--- src/rtl/core/ihdq_pkg.sv ---
`timescale 1ns / 1ps
// ----------------------------------------------------------------------------
// Interval heap queue package
// Shared types and codes for the interval heap double-ended priority queue.
// ----------------------------------------------------------------------------
package ihdq_pkg;

  typedef struct packed {
    logic signed [31:0] key;
    logic signed [31:0] val;
  } entry_t;

  localparam logic [1:0] OP_INSERT  = 2'd0;
  localparam logic [1:0] OP_EXT_MIN = 2'd1;
  localparam logic [1:0] OP_EXT_MAX = 2'd2;

  localparam logic [4:0] CMD_NOP         = 5'd0;
  localparam logic [4:0] CMD_LATCH       = 5'd1;
  localparam logic [4:0] CMD_SET_OVF     = 5'd2;
  localparam logic [4:0] CMD_INS_INIT    = 5'd3;
  localparam logic [4:0] CMD_RD_LAST     = 5'd4;
  localparam logic [4:0] CMD_RD_TGT      = 5'd5;
  localparam logic [4:0] CMD_SPEC_GET    = 5'd6;
  localparam logic [4:0] CMD_EXT_GET     = 5'd7;
  localparam logic [4:0] CMD_LAST_GET    = 5'd8;
  localparam logic [4:0] CMD_SIB_RD      = 5'd9;
  localparam logic [4:0] CMD_SIB_SWAP    = 5'd10;
  localparam logic [4:0] CMD_PAR_RD      = 5'd11;
  localparam logic [4:0] CMD_PAR_LO_SWAP = 5'd12;
  localparam logic [4:0] CMD_PAR_HI_RD   = 5'd13;
  localparam logic [4:0] CMD_PAR_HI_SWAP = 5'd14;
  localparam logic [4:0] CMD_CH_RD       = 5'd15;
  localparam logic [4:0] CMD_CH_A        = 5'd16;
  localparam logic [4:0] CMD_CH_B        = 5'd17;
  localparam logic [4:0] CMD_CH_SWAP     = 5'd18;
  localparam logic [4:0] CMD_FIN         = 5'd19;
  localparam logic [4:0] CMD_RD_MIN      = 5'd20;
  localparam logic [4:0] CMD_RD_MAX      = 5'd21;
  localparam logic [4:0] CMD_MAX_GET     = 5'd22;

  typedef struct packed {
    logic is_ins;
    logic is_ext;
    logic full;
    logic empty;
    logic special;
    logic no_sib;
    logic sib_swap;
    logic cur_top;
    logic lo_swap;
    logic hi_swap;
    logic a_none;
    logic b_none;
    logic ch_stop;
  } sts_t;

endpackage

--- src/rtl/core/ihdq_dp.sv ---
`timescale 1ns / 1ps
// ----------------------------------------------------------------------------
// Interval heap queue datapath
// Holds the moving entry, slot indices, count and result registers.
// ----------------------------------------------------------------------------
module ihdq_dp #(
  parameter int CAPACITY = 1024
) (
  input  logic                           clk_i,
  input  logic                           rst_ni,
  input  logic [4:0]                     cmd_i,
  output ihdq_pkg::sts_t                 sts_o,
  input  logic [1:0]                     operation_i,
  input  logic signed [31:0]             entry_key_i,
  input  logic signed [31:0]             entry_value_i,
  output logic                           mem_we_o,
  output logic [$clog2(CAPACITY)-1:0]    mem_waddr_o,
  output ihdq_pkg::entry_t               mem_wdata_o,
  output logic [$clog2(CAPACITY)-1:0]    mem_raddr_o,
  input  ihdq_pkg::entry_t               mem_rdata_i,
  output logic signed [31:0]             extracted_value_o,
  output logic                           extracted_valid_o,
  output logic signed [31:0]             min_value_o,
  output logic signed [31:0]             max_value_o,
  output logic [$clog2(CAPACITY+1)-1:0]  entry_count_o,
  output logic                           overflow_o
);
  import ihdq_pkg::*;

  localparam int AW = $clog2(CAPACITY);
  localparam int SW = AW + 2;
  localparam int CW = $clog2(CAPACITY + 1);

  logic [1:0]        op_q;
  entry_t            e_q, e_d, p_q, p_d;
  logic [SW-1:0]     cur_q, cur_d, pick_q, pick_d;
  logic [CW-1:0]     cnt_q, cnt_d;
  logic signed [31:0] ext_q, ext_d, min_q, min_d, max_q, max_d;
  logic              vld_q, vld_d, ovf_q, ovf_d;

  logic [SW-1:0] lim, sib, tgt, lo, hi, ch_a, ch_b, last;
  logic          one, pick_b;

  assign lim  = SW'(cnt_q) + SW'(2);
  assign last = lim - SW'(1);
  assign sib  = cur_q ^ SW'(1);
  assign tgt  = (op_q == OP_EXT_MAX) ? SW'(3) : SW'(2);
  assign lo   = (cur_q >> 2) << 1;
  assign hi   = lo | SW'(1);
  assign ch_a = cur_q[0] ? (((cur_q - SW'(1)) << 1) | SW'(1)) : (cur_q << 1);
  assign ch_b = cur_q[0] ? ((cur_q << 1) | SW'(1)) : ((cur_q + SW'(1)) << 1);
  assign one  = (cnt_q == CW'(1));
  assign pick_b = cur_q[0] ? (p_q.key < mem_rdata_i.key) : (mem_rdata_i.key < p_q.key);

  always_comb begin
    sts_o.is_ins   = (op_q == OP_INSERT);
    sts_o.is_ext   = (op_q == OP_EXT_MIN) || (op_q == OP_EXT_MAX);
    sts_o.full     = (cnt_q == CW'(CAPACITY));
    sts_o.empty    = (cnt_q == '0);
    sts_o.special  = one || ((cnt_q == CW'(2)) && (op_q == OP_EXT_MAX));
    sts_o.no_sib   = ((cur_q | SW'(1)) >= lim);
    sts_o.sib_swap = cur_q[0] ? (e_q.key < mem_rdata_i.key) : (e_q.key > mem_rdata_i.key);
    sts_o.cur_top  = (cur_q < SW'(4));
    sts_o.lo_swap  = (mem_rdata_i.key > e_q.key);
    sts_o.hi_swap  = (mem_rdata_i.key < e_q.key);
    sts_o.a_none   = (ch_a >= lim);
    sts_o.b_none   = (ch_b >= lim);
    sts_o.ch_stop  = cur_q[0] ? (p_q.key <= e_q.key) : (p_q.key >= e_q.key);
  end

  always_comb begin
    e_d         = e_q;
    p_d         = p_q;
    cur_d       = cur_q;
    pick_d      = pick_q;
    cnt_d       = cnt_q;
    ext_d       = ext_q;
    vld_d       = vld_q;
    ovf_d       = ovf_q;
    min_d       = min_q;
    max_d       = max_q;
    mem_we_o    = 1'b0;
    mem_waddr_o = AW'(cur_q - SW'(2));
    mem_wdata_o = mem_rdata_i;
    mem_raddr_o = '0;
    case (cmd_i)
      CMD_LATCH: begin
        e_d   = '{key: entry_key_i, val: entry_value_i};
        ext_d = '0;
        vld_d = 1'b0;
        ovf_d = 1'b0;
      end
      CMD_SET_OVF: begin
        ovf_d = 1'b1;
      end
      CMD_INS_INIT: begin
        cur_d = lim;
        cnt_d = cnt_q + CW'(1);
      end
      CMD_RD_LAST: begin
        mem_raddr_o = AW'(last - SW'(2));
      end
      CMD_RD_TGT: begin
        mem_raddr_o = AW'(tgt - SW'(2));
      end
      CMD_SPEC_GET: begin
        ext_d = mem_rdata_i.val;
        vld_d = 1'b1;
        cnt_d = cnt_q - CW'(1);
      end
      CMD_EXT_GET: begin
        ext_d       = mem_rdata_i.val;
        vld_d       = 1'b1;
        mem_raddr_o = AW'(last - SW'(2));
      end
      CMD_LAST_GET: begin
        e_d   = mem_rdata_i;
        cur_d = tgt;
        cnt_d = cnt_q - CW'(1);
      end
      CMD_SIB_RD: begin
        mem_raddr_o = AW'(sib - SW'(2));
      end
      CMD_SIB_SWAP: begin
        mem_we_o = 1'b1;
        if (op_q == OP_INSERT) begin
          cur_d = sib;
        end else begin
          mem_waddr_o = AW'(sib - SW'(2));
          mem_wdata_o = e_q;
          e_d         = mem_rdata_i;
        end
      end
      CMD_PAR_RD: begin
        mem_raddr_o = AW'(lo - SW'(2));
      end
      CMD_PAR_LO_SWAP: begin
        mem_we_o = 1'b1;
        cur_d    = lo;
      end
      CMD_PAR_HI_RD: begin
        mem_raddr_o = AW'(hi - SW'(2));
      end
      CMD_PAR_HI_SWAP: begin
        mem_we_o = 1'b1;
        cur_d    = hi;
      end
      CMD_CH_RD: begin
        mem_raddr_o = AW'(ch_a - SW'(2));
      end
      CMD_CH_A: begin
        p_d         = mem_rdata_i;
        pick_d      = ch_a;
        mem_raddr_o = AW'(ch_b - SW'(2));
      end
      CMD_CH_B: begin
        if (pick_b) begin
          p_d    = mem_rdata_i;
          pick_d = ch_b;
        end
      end
      CMD_CH_SWAP: begin
        mem_we_o    = 1'b1;
        mem_wdata_o = p_q;
        cur_d       = pick_q;
      end
      CMD_FIN: begin
        mem_we_o    = 1'b1;
        mem_wdata_o = e_q;
      end
      CMD_RD_MIN: begin
        mem_raddr_o = '0;
      end
      CMD_RD_MAX: begin
        min_d       = sts_o.empty ? '0 : mem_rdata_i.val;
        mem_raddr_o = AW'(1);
      end
      CMD_MAX_GET: begin
        max_d = sts_o.empty ? '0 : (one ? min_q : mem_rdata_i.val);
      end
      default: begin
      end
    endcase
  end

  always_ff @(posedge clk_i or negedge rst_ni) begin
    if (!rst_ni) begin
      cnt_q <= '0;
      op_q  <= OP_INSERT;
    end else begin
      cnt_q <= cnt_d;
      if (cmd_i == CMD_LATCH) begin
        op_q <= operation_i;
      end
    end
  end

  always_ff @(posedge clk_i) begin
    e_q    <= e_d;
    p_q    <= p_d;
    cur_q  <= cur_d;
    pick_q <= pick_d;
    ext_q  <= ext_d;
    vld_q  <= vld_d;
    ovf_q  <= ovf_d;
    min_q  <= min_d;
    max_q  <= max_d;
  end

  assign extracted_value_o = ext_q;
  assign extracted_valid_o = vld_q;
  assign min_value_o       = min_q;
  assign max_value_o       = max_q;
  assign entry_count_o     = cnt_q;
  assign overflow_o        = ovf_q;

  a_cnt_range: assert property (@(posedge clk_i) disable iff (!rst_ni)
    cnt_q <= CW'(CAPACITY)) else $error("Entry count beyond capacity.");
  a_wr_in_use: assert property (@(posedge clk_i) disable iff (!rst_ni)
    mem_we_o |-> (CW'(mem_waddr_o) < cnt_q)) else $error("Write outside occupied slots.");
  a_ovf_excl: assert property (@(posedge clk_i) disable iff (!rst_ni)
    (cmd_i == CMD_MAX_GET) |-> !(ovf_q && vld_q)) else $error("Overflow with extraction.");

endmodule
--- config.mk ---
export PLATFORM = sky130hd
export DESIGN_NAME = ihdq_dp
export DESIGN_NICKNAME = d
export VERILOG_FILES = /design/src/rtl/core/ihdq_pkg.sv /design/src/rtl/core/ihdq_dp.sv
export SDC_FILE = /design/constraint.sdc
export NUM_CORES = 1
export LEC_CHECK = 0
export ABC_AREA = 1
export BUFFER_PORTS_ARGS = -buffer_cell sky130_fd_sc_hd__buf_2
export CAP_MARGIN = 30
export CORE_ASPECT_RATIO = 1.4
export CORE_UTILIZATION = 44
export CTS_BUF_LIST = sky130_fd_sc_hd__clkbuf_4 sky130_fd_sc_hd__clkbuf_8
export DETAILED_ROUTE_END_ITERATION = 10
export PLACE_DENSITY = 0.67
export SETUP_SLACK_MARGIN = 0.05
export SYNTH_ARGS = -nofsm -noshare
export SYNTH_HDL_FRONTEND = slang
export SYNTH_SLANG_ARGS = --single-unit
--- constraint.sdc ---
create_clock -name clk_i -period 6.6 [get_ports clk_i]
set_input_delay 0.66 -clock clk_i [delete_from_list [all_inputs] [get_ports clk_i]]
set_output_delay 0.66 -clock clk_i [all_outputs]
set_load 0.005 [all_outputs]
==> results.cfg <==
[status]
outcome = complete, no violations

[drt]
vias = 13675
via_per_inst = 5.46
wl_per_cell_um = 19.9
route.detailed.drc = 0
drtIter0Drc = 1018
ant_nets = 0
drt-pass1-iter-count = 5
drt_wl_total_um = 49900

[critical_path]
critPathCaptureType = output pin
startpoint = entry_count_o[2]
regToRegSetupSlack_ns = 3.25
worstPathMaxFanout = 7
startpoint_type = register
regToRegEndpoint = p_q[1]
reg2reg_depth = 14
rr_startpoint = p_q[49]
critPathKind = register to output pin
required_ns = 5.94
crit_arrival_ns = 3.37

[cts]
path_clk_slew_ns = 0.06
cts_tree = yes
clockRootBuffer = clkbuf_8
clk_latency_ns = 0.59
post_cts_buffers = 0
cts_buffers = 44
clk_path_buf_depth = 3
cts_resized = 0
htreeDepth = 2
numClockSinks = 263

[placed_design]
hpwl_um = 35600
port_buffers = 343
gp_congestion = 0.932
place_area_sq_um = 17700
place_ws_ns = 2.88

[finish]
n_fill_cell = 3264
final_cell_mix = 403 x nand2_1, 343 x buf_2, 250 x edfxtp_1
final_common_cell = nand2_1
area_delta_synth_final_pct = 19.3
seq_area_sq_um = 7830
final_nets = 2285
final_cell_area_sq_um = 18600
layout-drive-gt1-share_pct = 23.1
multi_input_area_sq_um = 6700

[logic_synthesis]
ys_types = 53
ys.flop_type = edfxtp_1
netlist_area_sq_um = 15600
synth-seq-cells = 263
synthesis.nets = 1957
synth_edf_count = 250
ys_warn_count = 0
async_flop_share_pct = 4.94
synth_cells = 1682
syn_avg_cell_area_sq_um = 9.27
ys_seq_area_share_pct = 50.2

[timing]
setup_violations = 0
period_share_pct = 61.1
max_slew_margin_pct = 47.6
fin_crit_ns = 4.03
slew_violations = 0
layout_setup_ws_ns = 2.57
final_hold_viol_count = 0
rsz0062_at_grt = no
worstMarginPinSlew_ns = 0.786
skew_ns = 0.0439
fin_setup_tns_ns = 0
fmax_ghz = 0.248

[global_route]
grt_max_degree = 69
grt_pass1_vias = 13400
grt_usage_pct = 26.8
grt_pass1_wl_um = 74400
grt_overflow_total = 0
antenna_found_initial = 10

[floorplan]
initial_core_util_pct = 44.6
die_height_um = 225
ios = 344
core_area_sq_um = 35000
rows = 81
die_area_sq_um = 36200
die_x_um = 161

[power]
p_clk_share_pct = 31.9
p_leak_nw = 8.31
comb_power_share_pct = 24.0
p_switching_w = 0.00150
max-vdd-ir-drop_v = 0.000172
switching_share_pct = 32.6
power.density_nw_per_um2 = 247
p_int_w = 0.00310
power.share.sequential_pct = 44.1

[worst_hold_path]
whs_endpoint = p_q[27]
min_path_cells = 1
min_from = mem_rdata_i[27]
min_path_type = input pin to register

[run]
drv_cap = 0
==> cells in the mapped netlist, types with 2 or more instances <==
library cell | instances | area, sq um
a211oi_1 | 35 | 263
a21oi_1 | 67 | 335
a221oi_1 | 3 | 26.3
a31oi_1 | 2 | 12.5
a32oi_1 | 2 | 17.5
buf_2 | 24 | 120
clkbuf_1 | 52 | 195
dfrtp_1 | 13 | 325
edfxtp_1 | 250 | 7510
ha_1 | 138 | 1730
inv_1 | 191 | 717
inv_2 | 16 | 60.1
nand2_1 | 404 | 1520
nand2_2 | 5 | 31.3
nand3_1 | 44 | 220
nand3b_1 | 2 | 15.0
nand4_1 | 18 | 113
nor2_1 | 172 | 646
nor2_2 | 6 | 37.5
nor2_4 | 3 | 33.8
nor3_1 | 11 | 55.1
nor4_1 | 5 | 31.3
o2111ai_1 | 5 | 43.8
o211ai_1 | 36 | 270
o21a_1 | 4 | 30.0
o21ai_0 | 77 | 385
o21ai_1 | 2 | 10.0
o21ai_2 | 2 | 17.5
o221ai_1 | 39 | 342
o22ai_1 | 3 | 18.8
o31ai_1 | 3 | 22.5
or2_2 | 3 | 18.8
xnor2_1 | 4 | 35.0
xor2_1 | 22 | 193
==> sequential cells by signal, indices dropped and copies added, names as in the netlist <==
register           count
overflow_o             1
e_q                   64
entry_count_o         11
op_q                   2
max_value_o           32
pick_q                12
cur_q                 12
p_q                   64
extracted_value_o     32
min_value_o           32
extracted_valid_o      1
==> metrics by stage <==
step / power (W) / cells / hold slack, ns / utilization [%]
after floorplan: 0.00273 / 1682 / 0.364 / -
after global placement: 0.00313 / 2418 / 0.512 / 50.7
after detailed placement: 0.00315 / 2419 / 0.526 / 50.7
after CTS: 0.00462 / 2498 / 0.218 / 53.2
after global routing: 0.00482 / 2503 / 0.240 / 53.2
final: 0.00460 / 2503 / 0.265 / 53.2
==> layout make-up <==
class                      instances  area share, %
clock inverter                    22          0.874
tap                              456           3.07
clock buffer                      56           3.74
inverter                         208           4.20
timing repair buffer             360           9.93
antenna                            5         0.0673
multi-input combinational       1133           36.0
sequential                       263           42.1
==> worst max-delay path, cell delays in order, from the launching register on <==
cell	delay, ns
dfrtp_1	0.52
ha_1	0.33
nand2_1	0.11
nor2_2	0.14
nand2_2	0.12
nor2_1	0.16
nand3_1	0.24
ha_1	0.40
a21oi_1	0.15
o21ai_0	0.12
a2111o_1	0.39
buf_2	0.13
==> per-layer routing <==
layer | GRT usage, % | routed length (um) | vias to the layer above
met5 | 0 | 41 | -
met4 | 12.1 | 1940 | 6
met3 | 5.81 | 3840 | 126
met2 | 45.6 | 24500 | 634
met1 | 32.4 | 19500 | 6458
li1 | - | - | 6451
==> power by group through the flow <==
stage          registers [W]  logic, W  clock network, W
5_1_grt              0.00204   0.00123           0.00155
3_3_place_gp         0.00206   0.00107                 0
4_1_cts              0.00203   0.00110           0.00149
2_1_floorplan        0.00202  0.000704                 0
3_5_place_dp         0.00206   0.00109                 0
6_report             0.00203   0.00111           0.00146
==> timing repair <==
item | CTS | global route
hold endpoints to repair | 13 | 0
setup endpoints to repair | 0 | 0
hold buffers | 1 | 0
==> cell families after synthesis <==
kind of cell    count (synthesis)  synth area share, %
xor+xnor                       28                 1.74
flops                         263                 50.2
compound gates                287                 12.0
buf+inv                       286                 7.11
fa+ha+maj                     138                 11.1
simple gates                  680                 17.9
==> worst max path at each step <==
stage	end	slack (ns)
floorplan	mem_raddr_o[0]	2.51
global placement	mem_wdata_o[16]	2.85
detailed placement	mem_wdata_o[16]	2.88
CTS	sts_o[7]	2.54
global route	sts_o[7]	2.37
finish	sts_o[7]	2.57
Note: power is estimated with default switching activity, not from simulation.
