--- config.mk ---
export PLATFORM = sky130hd
export DESIGN_NAME = ihdq_ctrl
export DESIGN_NICKNAME = d
export VERILOG_FILES = /design/src/rtl/core/ihdq_pkg.sv /design/src/rtl/core/ihdq_ctrl.sv
export SDC_FILE = /design/constraint.sdc
export NUM_CORES = 1
export LEC_CHECK = 0
export CORE_AREA = 2 2 58 60
export CTS_BUF_LIST = sky130_fd_sc_hd__clkbuf_4
export CTS_CLUSTER_DIAMETER = 200
export DETAILED_ROUTE_END_ITERATION = 12
export DIE_AREA = 0 0 60 62
export DONT_BUFFER_PORTS = 1
export PLACE_DENSITY = 0.4
export SLEW_MARGIN = 20
export SYNTH_ARGS = -nofsm -noshare
export SYNTH_HDL_FRONTEND = slang
export SYNTH_SLANG_ARGS = --single-unit
--- constraint.sdc ---
create_clock -name clk_i -period 1.22 [get_ports clk_i]
set_input_delay 0.183 -clock clk_i [delete_from_list [all_inputs] [get_ports clk_i]]
set_output_delay 0.183 -clock clk_i [all_outputs]
set_load 0.03 [all_outputs]
--- src/rtl/core/ihdq_pkg.sv ---
`timescale 1ns / 1ps
// ----------------------------------------------------------------------------
// Interval heap queue package
// Shared types and codes for the interval heap double-ended priority queue.
// ----------------------------------------------------------------------------
package ihdq_pkg;

  typedef struct packed {
    logic signed [31:0] key;
    logic signed [31:0] val;
  } entry_t;

  localparam logic [1:0] OP_INSERT  = 2'd0;
  localparam logic [1:0] OP_EXT_MIN = 2'd1;
  localparam logic [1:0] OP_EXT_MAX = 2'd2;

  localparam logic [4:0] CMD_NOP         = 5'd0;
  localparam logic [4:0] CMD_LATCH       = 5'd1;
  localparam logic [4:0] CMD_SET_OVF     = 5'd2;
  localparam logic [4:0] CMD_INS_INIT    = 5'd3;
  localparam logic [4:0] CMD_RD_LAST     = 5'd4;
  localparam logic [4:0] CMD_RD_TGT      = 5'd5;
  localparam logic [4:0] CMD_SPEC_GET    = 5'd6;
  localparam logic [4:0] CMD_EXT_GET     = 5'd7;
  localparam logic [4:0] CMD_LAST_GET    = 5'd8;
  localparam logic [4:0] CMD_SIB_RD      = 5'd9;
  localparam logic [4:0] CMD_SIB_SWAP    = 5'd10;
  localparam logic [4:0] CMD_PAR_RD      = 5'd11;
  localparam logic [4:0] CMD_PAR_LO_SWAP = 5'd12;
  localparam logic [4:0] CMD_PAR_HI_RD   = 5'd13;
  localparam logic [4:0] CMD_PAR_HI_SWAP = 5'd14;
  localparam logic [4:0] CMD_CH_RD       = 5'd15;
  localparam logic [4:0] CMD_CH_A        = 5'd16;
  localparam logic [4:0] CMD_CH_B        = 5'd17;
  localparam logic [4:0] CMD_CH_SWAP     = 5'd18;
  localparam logic [4:0] CMD_FIN         = 5'd19;
  localparam logic [4:0] CMD_RD_MIN      = 5'd20;
  localparam logic [4:0] CMD_RD_MAX      = 5'd21;
  localparam logic [4:0] CMD_MAX_GET     = 5'd22;

  typedef struct packed {
    logic is_ins;
    logic is_ext;
    logic full;
    logic empty;
    logic special;
    logic no_sib;
    logic sib_swap;
    logic cur_top;
    logic lo_swap;
    logic hi_swap;
    logic a_none;
    logic b_none;
    logic ch_stop;
  } sts_t;

endpackage

--- src/rtl/core/ihdq_ctrl.sv ---
`timescale 1ns / 1ps
// ----------------------------------------------------------------------------
// Interval heap queue controller
// Sequences the sift steps of each operation and issues datapath commands.
// ----------------------------------------------------------------------------
module ihdq_ctrl (
  input  logic          clk_i,
  input  logic          rst_ni,
  input  logic          start,
  output logic          busy,
  output logic          done_o,
  input  ihdq_pkg::sts_t sts_i,
  output logic [4:0]    cmd_o
);
  import ihdq_pkg::*;

  localparam logic [4:0] S_IDLE  = 5'd0;
  localparam logic [4:0] S_DEC   = 5'd1;
  localparam logic [4:0] S_SPEC  = 5'd2;
  localparam logic [4:0] S_EXT   = 5'd3;
  localparam logic [4:0] S_LAST  = 5'd4;
  localparam logic [4:0] S_SIB   = 5'd5;
  localparam logic [4:0] S_SIBC  = 5'd6;
  localparam logic [4:0] S_PAR   = 5'd7;
  localparam logic [4:0] S_PLO   = 5'd8;
  localparam logic [4:0] S_PHI   = 5'd9;
  localparam logic [4:0] S_CH    = 5'd10;
  localparam logic [4:0] S_CHA   = 5'd11;
  localparam logic [4:0] S_CHB   = 5'd12;
  localparam logic [4:0] S_CHD   = 5'd13;
  localparam logic [4:0] S_FIN   = 5'd14;
  localparam logic [4:0] S_RDMIN = 5'd15;
  localparam logic [4:0] S_RDMAX = 5'd16;
  localparam logic [4:0] S_MAXG  = 5'd17;
  localparam logic [4:0] S_DONE  = 5'd18;

  logic [4:0] state_q, state_d;

  always_comb begin
    state_d = state_q;
    cmd_o   = CMD_NOP;
    case (state_q)
      S_IDLE: begin
        if (start) begin
          cmd_o   = CMD_LATCH;
          state_d = S_DEC;
        end
      end
      S_DEC: begin
        if (sts_i.is_ins) begin
          if (sts_i.full) begin
            cmd_o   = CMD_SET_OVF;
            state_d = S_RDMIN;
          end else begin
            cmd_o   = CMD_INS_INIT;
            state_d = S_SIB;
          end
        end else if (sts_i.is_ext && !sts_i.empty) begin
          if (sts_i.special) begin
            cmd_o   = CMD_RD_LAST;
            state_d = S_SPEC;
          end else begin
            cmd_o   = CMD_RD_TGT;
            state_d = S_EXT;
          end
        end else begin
          state_d = S_RDMIN;
        end
      end
      S_SPEC: begin
        cmd_o   = CMD_SPEC_GET;
        state_d = S_RDMIN;
      end
      S_EXT: begin
        cmd_o   = CMD_EXT_GET;
        state_d = S_LAST;
      end
      S_LAST: begin
        cmd_o   = CMD_LAST_GET;
        state_d = S_SIB;
      end
      S_SIB: begin
        if (sts_i.no_sib) begin
          state_d = sts_i.is_ins ? S_PAR : S_CH;
        end else begin
          cmd_o   = CMD_SIB_RD;
          state_d = S_SIBC;
        end
      end
      S_SIBC: begin
        if (sts_i.sib_swap) begin
          cmd_o = CMD_SIB_SWAP;
        end
        state_d = sts_i.is_ins ? S_PAR : S_CH;
      end
      S_PAR: begin
        if (sts_i.cur_top) begin
          state_d = S_FIN;
        end else begin
          cmd_o   = CMD_PAR_RD;
          state_d = S_PLO;
        end
      end
      S_PLO: begin
        if (sts_i.lo_swap) begin
          cmd_o   = CMD_PAR_LO_SWAP;
          state_d = S_SIB;
        end else begin
          cmd_o   = CMD_PAR_HI_RD;
          state_d = S_PHI;
        end
      end
      S_PHI: begin
        if (sts_i.hi_swap) begin
          cmd_o   = CMD_PAR_HI_SWAP;
          state_d = S_SIB;
        end else begin
          state_d = S_FIN;
        end
      end
      S_CH: begin
        if (sts_i.a_none) begin
          state_d = S_FIN;
        end else begin
          cmd_o   = CMD_CH_RD;
          state_d = S_CHA;
        end
      end
      S_CHA: begin
        cmd_o   = CMD_CH_A;
        state_d = sts_i.b_none ? S_CHD : S_CHB;
      end
      S_CHB: begin
        cmd_o   = CMD_CH_B;
        state_d = S_CHD;
      end
      S_CHD: begin
        if (sts_i.ch_stop) begin
          state_d = S_FIN;
        end else begin
          cmd_o   = CMD_CH_SWAP;
          state_d = S_SIB;
        end
      end
      S_FIN: begin
        cmd_o   = CMD_FIN;
        state_d = S_RDMIN;
      end
      S_RDMIN: begin
        cmd_o   = CMD_RD_MIN;
        state_d = S_RDMAX;
      end
      S_RDMAX: begin
        cmd_o   = CMD_RD_MAX;
        state_d = S_MAXG;
      end
      S_MAXG: begin
        cmd_o   = CMD_MAX_GET;
        state_d = S_DONE;
      end
      S_DONE: begin
        state_d = S_IDLE;
      end
      default: begin
        state_d = S_IDLE;
      end
    endcase
  end

  always_ff @(posedge clk_i or negedge rst_ni) begin
    if (!rst_ni) begin
      state_q <= S_IDLE;
    end else begin
      state_q <= state_d;
    end
  end

  assign busy   = (state_q != S_IDLE);
  assign done_o = (state_q == S_DONE);

  a_done_to_idle: assert property (@(posedge clk_i) disable iff (!rst_ni)
    done_o |=> !busy) else $error("Result beat not followed by idle.");
  a_start_dec: assert property (@(posedge clk_i) disable iff (!rst_ni)
    (start && !busy) |=> (state_q == S_DEC)) else $error("Accepted beat not decoded.");
  a_fin_reads: assert property (@(posedge clk_i) disable iff (!rst_ni)
    (state_q == S_FIN) |=> (state_q == S_RDMIN)) else $error("Final write not followed by read-back.");

endmodule

==> impl_metrics.toml, run 1 <==
[run]
cap_violations = 0

[clocking]
clock_path_buffers = 2
root_buffer = "clkbuf_4"
numCtsBuffers = 3
clk_pin_slew_ps = 50
clock-sinks = 5
worstSkewPairLatency_ps = 250
cts_tree = "done"
htreeDepth = 1

[logic_synthesis]
seq_area_frac_synth_pct = 14.2
synth_top_area_cell = "dfrtp_1"
synthCells = 118
synthTopCellsByArea = "dfrtp_1 14%, buf_6 8.9%, o21ai_0 5.7%"
ys_seq_elements = 5
syn_nets = 134
synth.distinct_cells = 44
synth_area_um2 = 881
synth_warnings = 0
async_reset_ff_share_pct = 100
synth-edff-count = 0
avgSynthCellArea_um2 = 7.46
synth_top_cell_area_share_pct = 14.2
synth-main-ff-cell = "dfrtp_1"

[critical_path]
reg2reg_to = "state_q[0]$_DFFE_PN0P_"
end_kind = "primary output"
r2r_setup_slack_ps = -370
r2r-start = "state_q[3]$_DFFE_PN0P_"
required_ps = 1040
path_buf_inv = 1
critical-path-slowest-cell = "or4bb_1"
cp-endpoint = "cmd_o[0]"
max_stage_delay_ps = 490
startpoint_type = "register"
cp-startpoint = "state_q[3]$_DFFE_PN0P_"
critPathTopFamily = "simple AND/OR/NAND/NOR gates"
crit_cells = 5
arrival_ps = 1700
critPathMaxFanout = 4
ff2ff_path_depth = 7
path_cells = "buf_6, or4bb_1, o31ai_2, a22oi_2, o311ai_4"
crit_type = "reg2out"

[finish]
fin_area_um2 = 1690
drive_gt1_share_pct = 66.9
antenna_cells = 0
reg.largest.list = "state_q x5"
largest_reg_flops = 5
stdcell_count = 215
fin_util_pct = 53.2
synthToLayoutAreaGrowth_pct = 92.2
fin_nets = 186
regMostFlops = "state_q"

[global_route]
grt_pass1_vias = 1241
grt_usage_pct = 22.0
grt.overflow.total = 0
grt_pass1_wl_um = 6000
antenna_found_initial = 0
grt_max_degree = 11

[status]
status = "finished with violations"
violations = "setup timing"

[pwr]
p_total_uw = 5680
switching_power_uw = 2710
p_leak_uw = 0.000686
p_sw_share_pct = 47.6
max-vdd-ir-drop_uv = 1560
power.density_nw_per_um2 = 3360
combPwrFrac_pct = 89.3
pwr-share-seq_pct = 7.2
intPower_uw = 2980
clkPwrFrac_pct = 3.5

[sta]
rsz0062_at_grt = "true"
skew_ps = 3.55
period_minus_slack_ps = 1880
hold_viol = 0
setup_ws_ps = -659
slew_headroom_pct = 70.6
worst_pin_slew_ps = 440
drv_slew = 0
period_share_pct = 154
tns_ps = -4640
finalSetupViolations = 11
fmax_mhz = 532

[floorplan]
io_pins = 23
die_h_um = 62
die-area_um2 = 3720
row_count = 21
fp.coreArea_um2 = 3180
die_width_um = 60
start_util_pct = 27.7

[routing]
wl_per_cell_um = 18.3
drt_pass1_iterations = 4
drt_wl_total_um = 3940
drc = 0
ant_nets = 0
dr.first_iter.drc_count = 34
vias = 1182
vias_per_cell = 5.50

[place]
place_area_um2 = 1260
port-buffer-count = 0
placed_cells = 202
gp_congestion = 0.794
dp_hpwl_um = 2770

[worst_hold_path]
hold_class = "in2reg"
-- area by class of cell --
| class | instances | area, um2 |
|---|---|---|
| fillers | 275 | 1490 |
| inverters | 4 | 17.5 |
| clock buffers | 3 | 22.5 |
| well taps | 46 | 57.6 |
| clock inverters | 1 | 5.00 |
| repair buffers | 56 | 526 |
| multi-input cells | 100 | 933 |
| flip-flops and latches | 5 | 131 |
-- repair_timing --
| action | in CTS | in global routing |
|---|---|---|
| endpoints found under the hold margin | 5 | 0 |
| hold buffers | 1 | 0 |
| endpoints found under the setup margin | 11 | 11 |
| setup buffers | 9 | 5 |
| gates resized for setup | 41 | 39 |
| pin swaps | 15 | 21 |
| cloned | 0 | 0 |
-- worst register-to-register path, delay by kind of cell, from the launching register on --
| family | cells | cell delay [ps] |
|---|---|---|
| AO/OA/AOI/OAI | 3 | 580 |
| buffers and inverters | 3 | 400 |
| flip-flops | 1 | 420 |
| AND/OR/NAND/NOR | 1 | 50 |
-- power groups by stage --
stage | Sequential (uW) | Combinational (uW) | Clock, uW
floorplan | 349 | 2200 | 0
global placement | 379 | 3610 | 0
detailed placement | 375 | 3590 | 0
CTS | 402 | 4320 | 202
global route | 425 | 5380 | 215
finish | 411 | 5080 | 198
-- worst min path at each step --
stage / slack [ps] / depth (start not counted) / from / end
after global placement: -110 / 0 / rst_ni / state_q[0]$_DFFE_PN0P_
after global routing: 210 / 2 / sts_i[5] / state_q[1]$_DFFE_PN0P_
after detailed placement: -110 / 0 / rst_ni / state_q[1]$_DFFE_PN0P_
after CTS: 220 / 2 / sts_i[5] / state_q[1]$_DFFE_PN0P_
final: 210 / 2 / sts_i[5] / state_q[1]$_DFFE_PN0P_
after floorplan: -110 / 0 / rst_ni / state_q[0]$_DFFE_PN0P_
-- layer usage --
layer / up-vias / global-route usage [%] / part of all wire, %
li1: 559 / - / -
met1: 574 / 27.2 / 37
met2: 41 / 38.8 / 54
met3: 8 / 2.28 / 6.6
met4: 0 / 9.84 / 2.6
met5: - / 0 / 0
-- cell usage after synthesis (2+ instances only) --
cell      number
nor3_1         4
mux2i_1        2
and3_1         2
a21o_1         2
o211ai_1       4
nor4_1         2
nand2_1        8
nand2b_1       5
a32oi_1        3
and2_1         2
o22ai_1        2
nor3b_1        2
a22oi_1        2
nand3b_1       3
nor2b_1        6
o32ai_1        2
inv_1          2
o21ai_0       10
a31oi_1        7
a21oi_1        6
nor2_1         8
dfrtp_1        5
a32o_1         2
buf_6          7
-- stage by stage --
step / hold slack (ps) / setup WS, ps
after floorplan: -113 / -341
final: 214 / -659
after global placement: -112 / -455
after CTS: 221 / -631
after detailed placement: -112 / -443
after global routing: 208 / -707
-- kinds of logic after synthesis --
logic type,count (synthesis),synth area share (%)
AO/OA/AOI/OAI,47,36.6
XOR/XNOR,1,0.994
buffers and inverters,13,12.6
flip-flops,5,14.2
multiplexers,2,2.27
AND/OR/NAND/NOR,50,33.2
-- placed cells by master (no fill, tap or decap), types with 3 or more instances in the layout --
master,Yosys,final
buf_4,1,31
buf_6,7,22
nand2_1,8,7
a21oi_1,6,5
dfrtp_2,0,5
o21ai_0,10,4
nor2_1,8,4
o211ai_1,4,4
nand3b_1,3,3
o21ai_2,0,3
nor2b_4,0,3
nor3_2,1,3
o21ai_1,1,3
a31oi_2,0,3
clkbuf_4,1,3
No activity file was read; power rests on OpenSTA's default activity.
==> run 2: changes to the inputs <==
--- a/config.mk
+++ b/config.mk
@@ -12,6 +12,7 @@
 export DIE_AREA = 0 0 60 62
 export DONT_BUFFER_PORTS = 1
 export PLACE_DENSITY = 0.4
+export REMOVE_ABC_BUFFERS = 1
 export SLEW_MARGIN = 20
 export SYNTH_ARGS = -nofsm -noshare
 export SYNTH_HDL_FRONTEND = slang
==> constraint.sdc (replaced) <==
create_clock -name clk_i -period 1.22 [get_ports clk_i]
set_input_delay 0.366 -clock clk_i [delete_from_list [all_inputs] [get_ports clk_i]]
set_output_delay 0.366 -clock clk_i [all_outputs]
set_load 0.03 [all_outputs]
==> run 2 against run 1 <==
The run still ends with setup timing left. Power is 4.0% lower. Critical path depth is 1 higher. Core utilization is 0.28 points lower. Wire length is 9.0% lower. Sequential cell count stayed put. Highest routed layer unchanged. Via count is 1.3% lower. Clock skew is 1.6 ps higher. Combinational power is 5.9% lower. Register-to-register slack worse by 20 ps.
==> impl_metrics.toml, run 2 (synthesis gave the netlist of run 1 again) <==
[global_route]
grt.overflow.total = 0
grt_pass1_vias = 1077
grt_max_degree = 13
antenna_found_initial = 0
grt_pass1_wl_um = 5170
grt_usage_pct = 19.1

[finish]
largest_reg_flops = 5
synthToLayoutAreaGrowth_pct = 91.2
layout_commonest_cell = "buf_4"
antenna_cells = 0
drive_gt1_share_pct = 62.3
fin_area_um2 = 1680
final_cell_mix = "40 x buf_4, 17 x buf_6, 6 x o21ai_0"
fin_nets = 192
reg.largest.list = "state_q x5"
regMostFlops = "state_q"
n_fill_cell = 280

[critical_path]
arrival_ps = 1680
critPathMaxFanout = 7
max_stage_delay_ps = 450
critical-path-slowest-cell = "dfrtp_2"
ff2ff_path_depth = 7
end_kind = "primary output"
crit_type = "reg2out"
crit_top_cell = "buf_4"
r2r_setup_slack_ps = -390
startpoint_type = "register"
path_cells = "buf_4, xnor2_2, o22ai_1, a32oi_1, o21ai_1, buf_4"
required_ps = 850

[floorplan]
die-area_um2 = 3720
fp.coreArea_um2 = 3180
row_count = 21
start_util_pct = 27.7
io_pins = 23
die_width_um = 60
die_h_um = 62

[status]
violations = "setup timing"
status = "finished with violations"

[sta]
finalSetupViolations = 12
worst_pin_slew_ps = 383
period_minus_slack_ps = 2050
drv_slew = 0
slew_headroom_pct = 73.7
period_share_pct = 168
fmax_mhz = 488
skew_ps = 5.13
hold_viol = 0
rsz0062_at_grt = "true"
setup_ws_ps = -828

[pwr]
power.density_nw_per_um2 = 3240
p_leak_uw = 0.000717
max-vdd-ir-drop_uv = 1290

[place]
gp_congestion = 0.848
port-buffer-count = 0
place_area_um2 = 1230
dp_slack_ps = -670
dp_hpwl_um = 2590

[routing]
drt_wl_total_um = 3590
drc = 0
vias = 1167
drt_pass1_iterations = 4
wl_per_cell_um = 16.2
dr.first_iter.drc_count = 50
ant_nets = 0
vias_per_cell = 5.28

[worst_hold_path]
hold_class = "in2reg"
hold_depth = 2

[clocking]
clk_pin_slew_ps = 50
worstSkewPairLatency_ps = 260
clock_path_buffers = 2
numCtsBuffers = 3
cts_tree = "done"
root_buffer = "clkbuf_4"
htreeDepth = 1
clock-sinks = 5

[run]
cap_violations = 0
[run 2: metrics by stage]
step                instances  hold WS, ps  total power [uW]  TNS, ps  utilization, %
finish                    221          340              5460    -6220            53.0
global route              221          349              5800    -6910            53.0
CTS                       211          347              4500    -6080            44.5
detailed placement        202         70.6              3790    -5080            38.8
global placement          202         70.6              3820    -5200            38.8
floorplan                 109         70.4              2060    -6010               -
[run 2: layer usage]
metal	track usage [%]	routed length (um)
met5	0	0
met4	7.94	96
met3	3.52	118
met2	32.3	1840
met1	23.9	1530
[run 2: what timing repair did]
action                                  in CTS  in global routing
hold endpoints to repair                     5                  0
hold buffers                                 1                  0
pin swaps                                    9                 16
buffers inserted                             4                 12
resized for setup                           34                 43
endpoints found under the setup margin      12                 12
[run 2: path summary, 6_finish.rpt]
| path | from | to |
|---|---|---|
| worst max-delay path | state_q[3]$_DFFE_PN0P_ | cmd_o[3] |
| worst min-delay path | sts_i[5] | state_q[1]$_DFFE_PN0P_ |
| worst max register to register | state_q[3]$_DFFE_PN0P_ | state_q[0]$_DFFE_PN0P_ |
| worst min register to register | state_q[0]$_DFFE_PN0P_ | state_q[0]$_DFFE_PN0P_ |
| max in group asynchronous | rst_ni | state_q[3]$_DFFE_PN0P_ |
| min in group asynchronous | rst_ni | state_q[0]$_DFFE_PN0P_ |
[run 2: power by group]
group / total [uW] / internal (uW) / switching, uW / leakage [uW]
registers: 452 / 267 / 184 / 0.0000555
clock network: 228 / 147 / 81.5 / 0.0000184
logic: 4780 / 2540 / 2240 / 0.000643
total: 5460 / 2950 / 2500 / 0.000717
[run 2: final cells by class]
| cell class | instances | area (um2) | area share (%) |
|---|---|---|---|
| sequential | 5 | 131 | 7.80 |
| multi-input combinational | 100 | 871 | 51.7 |
| inverter | 4 | 17.5 | 1.04 |
| tap | 46 | 57.6 | 3.42 |
| clock buffer | 4 | 30.0 | 1.78 |
| timing repair buffer | 62 | 577 | 34.2 |
[run 2: worst max-delay path, delay by kind of cell, from the launching register on]
kind	cells	cell delay, ps
AO/OA/AOI/OAI	3	490
XOR/XNOR	1	140
buffers and inverters	2	340
flip-flops	1	450
